`src/rtl/msb_pkg.sv`:
```
// shared types and constants for the multi-stack shared buffer
`default_nettype none
package msb_pkg;

  localparam int NUM_STACKS = 8;
  localparam int CAPACITY   = 64;

  localparam int DATA_W = 32;
  localparam int SIDX_W = 3;
  // pointer holds 0..CAPACITY, CAPACITY being null
  localparam int PTR_W  = $clog2(CAPACITY + 1);
  localparam int ADDR_W = $clog2(CAPACITY);
  localparam int HEAD_W = (NUM_STACKS > 1) ? $clog2(NUM_STACKS) : 1;

  typedef enum logic {
    REQ_PUSH = 1'b0,
    REQ_POP  = 1'b1
  } req_t;

  typedef enum logic {
    S_IDLE = 1'b0,
    S_EXEC = 1'b1
  } ctl_state_t;

  // controller to datapath commands
  typedef struct packed {
    logic load;    // latch request and launch slot reads
    logic commit;  // update lists and load result register
  } msb_cmd_t;

endpackage : msb_pkg
`default_nettype wire

```
`src/rtl/msb_in_if.sv`:
```
// request channel: valid/ready handshake with the request word
`default_nettype none
interface msb_in_if;
  import msb_pkg::*;

  logic                     valid;
  logic                     ready;
  logic                     req_type;
  logic signed [DATA_W-1:0] push_value;
  logic [SIDX_W-1:0]        stack_index;

  modport source (output valid, req_type, push_value, stack_index, input ready);
  modport sink   (input valid, req_type, push_value, stack_index, output ready);
endinterface : msb_in_if
`default_nettype wire

```
`src/rtl/msb_out_if.sv`:
```
// result channel: valid/ready handshake with the result word
`default_nettype none
interface msb_out_if;
  import msb_pkg::*;

  logic                     valid;
  logic                     ready;
  logic                     success;
  logic signed [DATA_W-1:0] pop_data;

  modport source (output valid, success, pop_data, input ready);
  modport sink   (input valid, success, pop_data, output ready);
endinterface : msb_out_if
`default_nettype wire

```
`src/rtl/msb_ctrl.sv`:
```
// control state machine: sequences accept, commit and result handoff
`default_nettype none
module msb_ctrl (
  input  wire logic             clk,
  input  wire logic             rst_n,
  input  wire logic             in_valid,
  output logic                  in_ready,
  output logic                  out_valid,
  input  wire logic             out_ready,
  output msb_pkg::msb_cmd_t     cmd
);
  import msb_pkg::*;

  ctl_state_t state_r, state_nxt;
  logic       out_valid_r, out_valid_nxt;

  // state and result-valid registers
  always_ff @(posedge clk) begin
    if (!rst_n) begin
      state_r     <= S_IDLE;
      out_valid_r <= 1'b0;
    end else begin
      state_r     <= state_nxt;
      out_valid_r <= out_valid_nxt;
    end
  end

  // next state and commands
  always_comb begin
    state_nxt     = state_r;
    cmd.load      = 1'b0;
    cmd.commit    = 1'b0;
    in_ready      = 1'b0;
    out_valid_nxt = out_valid_r && !out_ready;
    case (state_r)
      S_IDLE: begin
        in_ready = 1'b1;
        if (in_valid) begin
          cmd.load  = 1'b1;
          state_nxt = S_EXEC;
        end
      end
      S_EXEC: begin
        // commit once the result register is free or being emptied
        if (!out_valid_r || out_ready) begin
          cmd.commit    = 1'b1;
          out_valid_nxt = 1'b1;
          state_nxt     = S_IDLE;
        end
      end
      default: begin
        state_nxt = S_IDLE;
      end
    endcase
  end

  assign out_valid = out_valid_r;

endmodule : msb_ctrl
`default_nettype wire

```
`src/rtl/msb_dp.sv`:
```
// datapath: slot memories, stack heads, free list head and result register
`default_nettype none
module msb_dp (
  input  wire logic                             clk,
  input  wire logic                             rst_n,
  input  wire msb_pkg::msb_cmd_t                cmd,
  input  wire logic                             req_type,
  input  wire logic signed [msb_pkg::DATA_W-1:0] push_value,
  input  wire logic [msb_pkg::SIDX_W-1:0]       stack_index,
  output logic                                  out_success,
  output logic signed [msb_pkg::DATA_W-1:0]     out_pop_data
);
  import msb_pkg::*;

  // storage
  logic [DATA_W-1:0] data_mem [CAPACITY];
  logic [PTR_W-1:0]  link_mem [CAPACITY];
  logic [CAPACITY-1:0] link_vld_r;
  logic [PTR_W-1:0]  stack_head_r [NUM_STACKS];
  logic [PTR_W-1:0]  free_head_r;

  // latched request
  logic              pop_r;
  logic [DATA_W-1:0] value_r;
  logic [HEAD_W-1:0] sidx_r;
  logic [ADDR_W-1:0] slot_r;
  logic              ok_r;
  logic [DATA_W-1:0] rd_data_r;
  logic [PTR_W-1:0]  rd_link_r;

  // result register
  logic              out_success_r;
  logic [DATA_W-1:0] out_data_r;

  logic              in_range;
  logic [PTR_W-1:0]  head_sel;
  logic [PTR_W-1:0]  slot_sel;
  logic              slot_ok;
  logic [ADDR_W-1:0] addr;
  logic              is_pop;

  // slot selection in the accept cycle
  always_comb begin
    is_pop   = (req_type == REQ_POP);
    in_range = int'(stack_index) < NUM_STACKS;
    head_sel = in_range ? stack_head_r[HEAD_W'(stack_index)] : PTR_W'(CAPACITY);
    slot_sel = is_pop ? head_sel : free_head_r;
    slot_ok  = in_range && (slot_sel < PTR_W'(CAPACITY));
    addr     = slot_sel[ADDR_W-1:0];
  end

  // request latch and registered memory reads
  always_ff @(posedge clk) begin
    if (cmd.load) begin
      pop_r     <= is_pop;
      value_r   <= push_value;
      sidx_r    <= HEAD_W'(stack_index);
      slot_r    <= addr;
      ok_r      <= slot_ok;
      rd_data_r <= data_mem[addr];
      // unwritten link entries read as their reset value, the next slot
      rd_link_r <= link_vld_r[addr] ? link_mem[addr] : PTR_W'(addr) + PTR_W'(1);
    end
  end

  // memory writes on a successful commit
  always_ff @(posedge clk) begin
    if (cmd.commit && ok_r) begin
      link_mem[slot_r] <= pop_r ? free_head_r : stack_head_r[sidx_r];
      if (!pop_r) begin
        data_mem[slot_r] <= value_r;
      end
    end
  end

  // list heads and link valid bits
  always_ff @(posedge clk) begin
    if (!rst_n) begin
      free_head_r <= '0;
      link_vld_r  <= '0;
      for (int i = 0; i < NUM_STACKS; i++) begin
        stack_head_r[i] <= PTR_W'(CAPACITY);
      end
    end else if (cmd.commit && ok_r) begin
      link_vld_r[slot_r] <= 1'b1;
      if (pop_r) begin
        stack_head_r[sidx_r] <= rd_link_r;
        free_head_r          <= PTR_W'(slot_r);
      end else begin
        stack_head_r[sidx_r] <= PTR_W'(slot_r);
        free_head_r          <= rd_link_r;
      end
    end
  end

  // result word
  always_ff @(posedge clk) begin
    if (cmd.commit) begin
      out_success_r <= ok_r;
      if (ok_r) begin
        out_data_r <= pop_r ? rd_data_r : '0;
      end else begin
        out_data_r <= pop_r ? '1 : '0;
      end
    end
  end

  assign out_success  = out_success_r;
  assign out_pop_data = out_data_r;

endmodule : msb_dp
`default_nettype wire

```
`src/rtl/multi_stack_shared_buffer.sv`:
```
// Several LIFO stacks sharing one slot store, linked through a link memory.
// The request is latched together with its slot reads, then committed into the
// result register once that register is free; a stalled result holds the next commit.
// One request is in flight at a time, set by the registered read of the
// slot link and data memories that follows the head lookup.
// Reset (synchronous, active low) clears stack heads, free head and link
// valid bits directly; no clearing pass, the block is ready right after.
`default_nettype none
module multi_stack_shared_buffer (
  input  wire logic clk,
  input  wire logic rst_n,
  msb_in_if.sink    in_ch,
  msb_out_if.source out_ch
);
  import msb_pkg::*;

  msb_cmd_t cmd;

  // control
  msb_ctrl u_ctrl (
    .clk       (clk),
    .rst_n     (rst_n),
    .in_valid  (in_ch.valid),
    .in_ready  (in_ch.ready),
    .out_valid (out_ch.valid),
    .out_ready (out_ch.ready),
    .cmd       (cmd)
  );

  // datapath
  msb_dp u_dp (
    .clk          (clk),
    .rst_n        (rst_n),
    .cmd          (cmd),
    .req_type     (in_ch.req_type),
    .push_value   (in_ch.push_value),
    .stack_index  (in_ch.stack_index),
    .out_success  (out_ch.success),
    .out_pop_data (out_ch.pop_data)
  );

endmodule : multi_stack_shared_buffer
`default_nettype wire

```
`src/flat_wrapper.sv`:
```
// flat-port wrapper written by rule: the top's interface ports become plain ports
module multi_stack_shared_buffer_flat import msb_pkg::*;
  (clk, rst_n, in_ch_valid, in_ch_req_type, in_ch_push_value, in_ch_stack_index, in_ch_ready, out_ch_valid, out_ch_success, out_ch_pop_data, out_ch_ready);
  msb_in_if in_ch_i ();
  msb_out_if out_ch_i ();
  input  wire logic clk;
  input  wire logic rst_n;
  input wire logic [$bits(in_ch_i.valid)-1:0] in_ch_valid;
  input wire logic [$bits(in_ch_i.req_type)-1:0] in_ch_req_type;
  input wire logic [$bits(in_ch_i.push_value)-1:0] in_ch_push_value;
  input wire logic [$bits(in_ch_i.stack_index)-1:0] in_ch_stack_index;
  output wire logic [$bits(in_ch_i.ready)-1:0] in_ch_ready;
  output wire logic [$bits(out_ch_i.valid)-1:0] out_ch_valid;
  output wire logic [$bits(out_ch_i.success)-1:0] out_ch_success;
  output wire logic [$bits(out_ch_i.pop_data)-1:0] out_ch_pop_data;
  input wire logic [$bits(out_ch_i.ready)-1:0] out_ch_ready;
  assign in_ch_i.valid = in_ch_valid;
  assign in_ch_i.req_type = in_ch_req_type;
  assign in_ch_i.push_value = in_ch_push_value;
  assign in_ch_i.stack_index = in_ch_stack_index;
  assign in_ch_ready = in_ch_i.ready;
  assign out_ch_valid = out_ch_i.valid;
  assign out_ch_success = out_ch_i.success;
  assign out_ch_pop_data = out_ch_i.pop_data;
  assign out_ch_i.ready = out_ch_ready;
  multi_stack_shared_buffer u_core (.clk(clk), .rst_n(rst_n), .in_ch(in_ch_i), .out_ch(out_ch_i));
endmodule
```
`config.mk`:
```
export PLATFORM = sky130hd
export DESIGN_NAME = multi_stack_shared_buffer_flat
export DESIGN_NICKNAME = d
export VERILOG_FILES = /design/src/rtl/msb_pkg.sv /design/src/rtl/msb_in_if.sv /design/src/rtl/msb_out_if.sv /design/src/rtl/msb_ctrl.sv /design/src/rtl/msb_dp.sv /design/src/rtl/multi_stack_shared_buffer.sv /design/src/flat_wrapper.sv
export SDC_FILE = /design/constraint.sdc
export NUM_CORES = 2
export LEC_CHECK = 0
export BUFFER_PORTS_ARGS = -buffer_cell sky130_fd_sc_hd__buf_2
export CORE_AREA = 4 4 498 500
export DETAILED_ROUTE_END_ITERATION = 8
export DIE_AREA = 0 0 502 504
export PLACE_DENSITY_LB_ADDON = 0.05
export REMOVE_ABC_BUFFERS = 1
export SYNTH_ARGS = -nofsm -noshare
export SYNTH_HDL_FRONTEND = slang
export SYNTH_SLANG_ARGS = --single-unit
```
`constraint.sdc`:
```
create_clock -name clk -period 10 [get_ports clk]
set_clock_uncertainty 0.05 [all_clocks]
set_input_delay 2 -clock clk [delete_from_list [all_inputs] [get_ports clk]]
set_output_delay 2 -clock clk [all_outputs]
set_load 0.005 [all_outputs]
```
# Word level (Yosys, flattened, before mapping)
# Memory sizes are Yosys's and may differ from the RTL's. A register that Yosys moved wholly into a read port is not among the register bits.
# Cells that the tools add are included.
# Widths: inputs -> output; s select.
word_totals:
  regBits: 156
  mem_bits_ro: 0
  n_memories: 3
  word_cells: 67
  latchBits: 0
  ram_bits: 2552
  out_inout_bits: 35
classes:
  n_eq_ne: 0
  n_bitwise: 3
  n_mux: 37
  addsub: 1
  order_cmp: 4
  n_shift: 0
  reduce_logical: 7
  n_div: 0
  multipliers: 0
memory_table:
  columns: ["name", "words", "word_bits", "rd", "rd_clocked_by_memory_dff", "wr", "line_no", "text"]
  rows:
  - ["u_core.u_dp.data_mem", 64, 32, 1, 1, 1, "msb_dp.sv:16", "logic [DATA_W-1:0] data_mem [CAPACITY];"]
  - ["u_core.u_dp.link_mem", 64, 7, 1, 0, 1, "msb_dp.sv:17", "logic [PTR_W-1:0] link_mem [CAPACITY];"]
  - ["u_core.u_dp.stack_head_r", 8, 7, 2, 1, 8, "msb_dp.sv:19", "logic [PTR_W-1:0] stack_head_r [NUM_STACKS];"]
ops:
  columns: ["operator", "count"]
  rows:
  - ["$mux 32", 3]
  - ["$or 64x64->64", 1]
  - ["$mux 7", 6]
  - ["$mux 1", 23]
  - ["$lt 6x7->1 const B", 2]
  - ["$add 6x1->7 const B", 1]
  - ["$lt 7x7->1 const B", 1]
  - ["$reduce_or 7->1", 1]
  - ["$bmux 1 s6", 1]
  - ["$demux 1 s6", 1]
  - ["$ge 6x1->1 const B", 1]
  - ["$mux 3", 2]
  - ["$logic_and 1x1->1", 3]
  - ["$logic_not 1->1", 2]
  - ["$pmux 1 s2", 1]
  - ["$logic_or 1x1->1", 1]
  - ["$not 1->1", 1]
  - ["$or 1x1->1", 1]

# Longest topological paths before layout
depth:
  word_depth: 11
  ltp_mapped: 17

# Cells and area by module
# Synthesis repeated with hierarchy kept, for this count alone.
hier_totals:
  cells_unflattened: 7639
  area_unflattened_um2: 109791.5
by_module_without_submodules:
  columns: ["mod", "seq_area_each_um2", "cells_per_inst", "area_per_inst_um2", "n_inst"]
  rows:
  - ["msb_dp", 81568.2, 7630, 109689.0, 1]
  - ["msb_ctrl", 40.0, 9, 102.6, 1]

# Worst setup path after synthesis
# Ideal clock, no wire load.
synth_path:
  path_kind: "input -> register"
  startpoint: "in out_ch_ready"
  endpoint: "mem u_core.u_dp.data_mem[26][0] (enable)"
  path_stages: 6
  n_path_buf: 1
  setup_ns: 0.501
  path_slack_ns: 2.541
  arrival_time_ns: 6.907
  path_cell_list: "nand2b_1 -> and2_1 -> nand2_1 -> or2_2 -> clkbuf_1 -> nor4_1"
synth_via:
  elab_chain_len: 6
synth_rtl:
  columns: ["item", "line_no", "text"]
  rows:
  - ["start, declared", "flat_wrapper.sv:16", "input wire logic [$bits(out_ch_i.ready)-1:0] out_ch_ready;"]
  - ["$logic_or 1x1->1", "msb_ctrl.sv:45", "if (!out_valid_r || out_ready) begin"]
  - ["$mux 1", "msb_ctrl.sv:45", null]
  - ["$mux 1", "msb_ctrl.sv:35", "case (state_r)"]
  - ["$logic_and 1x1->1", "msb_dp.sv:68", "if (cmd.commit && ok_r) begin"]
  - ["$mux 1", "msb_dp.sv:68", null]
  - ["$mux 1 (implied by the code)", "msb_dp.sv:71", "data_mem[slot_r] <= value_r;"]
  - ["end, declared", "msb_dp.sv:16", null]
# No other way between the ends.

# Final worst setup path
layout_path:
  startpoint: "in in_ch_stack_index[0]"
  endpoint: "reg u_core.u_dp.rd_data_r[1], read port of u_core.u_dp.data_mem (data pin)"
layout_via:
  elab_chain_len: 2
layout_rtl:
  columns: ["item", "line_no", "text"]
  rows:
  - ["start, declared", "flat_wrapper.sv:11", "input wire logic [$bits(in_ch_i.stack_index)-1:0] in_ch_stack_index;"]
  - ["$mem_v2 8x7", null, null]
  - ["$mux 7", "msb_dp.sv:47", "slot_sel = is_pop ? head_sel : free_head_r;"]
  - ["end, declared", "msb_dp.sv:28", "logic [DATA_W-1:0] rd_data_r;"]
# No other way between the ends.
# A chain may end at the register's enable or synchronous reset.

==> flow_metrics.env <==
export IMPL_outcome="completed"
export IMPL_worst_slew_pin_slew_ps=1400
export IMPL_area_delta_synth_final_pct=12.5
export IMPL_power_density_nw_per_um2=210
export IMPL_fin_setup_tns_ps=0
export IMPL_htreeDepth=5
export IMPL_syn_avg_cell_area_um2=13.0
export IMPL_synth_top_cells_by_area="edfxtp_1 (73%), nand2_1 (8.8%), nand3_1 (5.5%)"
export IMPL_via_per_inst=5.89
export IMPL_cts_setup_buffers=0
export IMPL_ys_seq_area_share_pct=74.8
export IMPL_slowest_delay_ps=1090
export IMPL_p_leak_uw=0.0418
export IMPL_peakVddDrop_uv=142
export IMPL_relSlewSlack_pct=6.12
export IMPL_cp_data_required_time_ps=10570
export IMPL_rows=181
export IMPL_drtIter0Drc=8084
export IMPL_switching_share_pct=24.8
export IMPL_layout_common_cells="edfxtp_1 (2667), nand2_1 (2562), nand3_1 (1207)"
export IMPL_async_reset_ff_share_pct=0
export IMPL_cts_resized=0
export IMPL_netlist_instances=8424
export IMPL_grt_usage_pct=26.6
export IMPL_core_area_um2=243000
export IMPL_switchingPower_uw=6400
export IMPL_internal_power_uw=19400
export IMPL_crit_chain="buf_2, mux2_2, mux4_2, a21oi_4, inv_8, buf_4, buf_12, nand2_1, and3_1, a311oi_1, a311oi_1, a311oi_1, a211oi_1, a21oi_1"
export IMPL_drtPass1Iterations=6
export IMPL_finalMaxSlewViolations=0
export IMPL_hold_viol=0
export IMPL_fp_dieW_um=502
export IMPL_yosysUniqueCellTypes=58
export IMPL_min_delay_path_class="flop to flop"
export IMPL_whs_ps=414
export IMPL_cp_end_kind="flop"
export IMPL_netlist_area_um2=109000
export IMPL_post_route_min_period_ps=7250
export IMPL_synth_warnings=0
export IMPL_dp_hpwl_um=177000
export IMPL_num_fill_cells=20900
export IMPL_critPathMaxFanout=107
export IMPL_synth_area_leader_cell="edfxtp_1"
export IMPL_grt_pass1_wl_um=489000
export IMPL_cp_start_kind="input port"
export IMPL_finalWirelength_um=345000
export IMPL_antenna_left=0
export IMPL_cts_tree="built"
export IMPL_clkTransAtPathRegs_ps=60
export IMPL_cts_hold_buf=0
export IMPL_grt_max_degree=175
export IMPL_synthFlopType="edfxtp_1"
export IMPL_antenna_found_initial=19
export IMPL_io_pins=75
export IMPL_arrival_ps=7820
export IMPL_power_frac_seq_pct=49.7
export IMPL_dieArea_um2=253000
export IMPL_final_nets=8472
export IMPL_port_buffers=74
export IMPL_clkPwrFrac_pct=40.6
export IMPL_p_comb_share_pct=9.7
export IMPL_clk_path_buf_depth=4
export IMPL_place_area_um2=114000
export IMPL_drive_gt1_share_pct=9.54
export IMPL_cp_common_cell="a311oi_1"
export IMPL_root_buffer="clkbuf_16"
export IMPL_slowest_stage="a211oi_1"
export IMPL_cts_sinks=2743
export IMPL_grt_overflow_total=0
export IMPL_layout_commonest_cell="edfxtp_1"
export IMPL_gp_congestion=0.843
export IMPL_vias=69800
export IMPL_synth_top_cell_area_share_pct=73.4
export IMPL_final_cell_area_um2=123000
export IMPL_cts_buffers=308
export IMPL_worstSkewPairLatency_ps=930
export IMPL_synth_edf_count=2667
export IMPL_post_route_period_util_pct=72.5
export IMPL_setup_viol=0
export IMPL_route_detailed_drc=0
export IMPL_criticalPathCategory="input port to flop"
export IMPL_fmax_mhz=138
export IMPL_rsz0062_at_grt="no"
export IMPL_die_height_um=504
export IMPL_grt_pass1_vias=66300
export IMPL_initial_core_util_pct=44.9
export IMPL_drv_cap=0
export IMPL_ys_seq_elements=2743
export IMPL_wl_per_cell_um=29.1
[logic make-up (layout without fill, tap and decap cells)]
logic type,count (synthesis),after routing,share of synthesized area (%)
AND/OR/NAND/NOR,4190,4190,16.4
other,0,6,0
adder cells (fa/ha/maj),1,1,0.0115
flip-flops,2743,2743,74.8
multiplexers,88,88,1.13
buffers and inverters,650,878,2.38
AO/OA/AOI/OAI,749,749,5.27
XOR/XNOR,3,3,0.0241
[area by class of cell]
class	instances	area [um2]	area share, %
Clock buffer	391	8240	6.71
Inverter	44	190	0.155
Timing Repair Buffer	303	2400	1.96
Antenna cell	6	15.0	0.0122
Tap cell	3202	4010	3.26
Clock inverter	140	916	0.746
Multi-Input combinational cell	5031	25400	20.7
Sequential cell	2743	81600	66.5
[worst max-delay path, delay by kind of cell]
kind,cells,cell delay (ps)
multiplexers,2,990
AND/OR/NAND/NOR,2,320
buffers and inverters,4,1680
AO/OA/AOI/OAI,6,2500
[final timing paths]
path | end | cells after the start | startpoint | slack [ps]
min | u_core.u_dp.link_vld_r[35]$_SDFFE_PN0N_ | 1 | u_core.u_dp.link_vld_r[35]$_SDFFE_PN0N_ | 410
max | u_core.u_dp.rd_data_r[1]$_DFFE_PP_ | 14 | in_ch_stack_index[0] | 2750
max reg2reg | u_core.u_dp.rd_data_r[1]$_DFFE_PP_ | 13 | u_core.u_dp.stack_head_r[7][0]$_SDFFCE_PN0P_ | 4070
min reg2reg | u_core.u_dp.link_vld_r[35]$_SDFFE_PN0N_ | 1 | u_core.u_dp.link_vld_r[35]$_SDFFE_PN0N_ | 410
[per-stage QoR]
stage | std cells | setup WS (ps) | power (uW) | utilization, %
floorplan | 7818 | -71280 | 15000 | -
global placement | 11300 | 2000 | 15600 | 46.8
CTS | 11900 | 2930 | 26000 | 50.5
detailed placement | 11300 | 1910 | 15600 | 46.8
finish | 11900 | 2750 | 25800 | 50.5
global route | 11900 | 2630 | 26700 | 50.5
[flip-flops by register name, indices dropped and copies added, names as in the netlist, 32 cells and up, named ones only]
signal,flops
u_core.u_dp.data_mem,2048
u_core.u_dp.link_mem,448
u_core.u_dp.link_vld_r,64
u_core.u_dp.stack_head_r,56
u_core.u_dp.out_pop_data,32
u_core.u_dp.rd_data_r,32
u_core.u_dp.value_r,32
[power by group through the flow]
stage	sequential, uW	combinational (uW)	clock, uW
3_3_place_gp	13100	2500	0
5_1_grt	12800	2690	11200
2_1_floorplan	13100	1860	0
6_report	12800	2510	10500
4_1_cts	12800	2520	10700
3_5_place_dp	13100	2520	0
[synthesized netlist by cell type, types with 4 or more instances]
| library cell | count |
|---|---|
| o22ai_1 | 6 |
| a211oi_1 | 42 |
| a311o_1 | 4 |
| nand2_1 | 2563 |
| mux4_2 | 27 |
| nor2_1 | 127 |
| inv_1 | 43 |
| a311oi_1 | 349 |
| nand4_1 | 9 |
| o21ai_0 | 15 |
| a21oi_1 | 84 |
| a31o_2 | 4 |
| nand3_1 | 1207 |
| or2_2 | 4 |
| a22oi_1 | 7 |
| edfxtp_1 | 2667 |
| o31ai_1 | 5 |
| mux2i_1 | 52 |
| o21a_1 | 64 |
| nor2b_1 | 6 |
| and3_1 | 167 |
| a21boi_0 | 34 |
| or3_1 | 4 |
| buf_1 | 85 |
| nor4_1 | 12 |
| mux2_2 | 7 |
| buf_2 | 114 |
| a31oi_1 | 99 |
| nand3b_1 | 8 |
| dfxtp_1 | 76 |
| nor3_1 | 69 |
| o211a_1 | 6 |
| clkbuf_1 | 404 |
| nand2b_1 | 8 |
| a32oi_1 | 4 |
| a21o_1 | 7 |
[layer usage]
| layer | wire (um) | track usage [%] | vias up |
|---|---|---|---|
| li1 | - | - | 31000 |
| met1 | 145000 | 37.3 | 35500 |
| met2 | 164000 | 42.9 | 2700 |
| met3 | 22600 | 3.26 | 598 |
| met4 | 13700 | 9.52 | 0 |
| met5 | 0 | 0 | - |
Power figures use the tool's default switching activity.
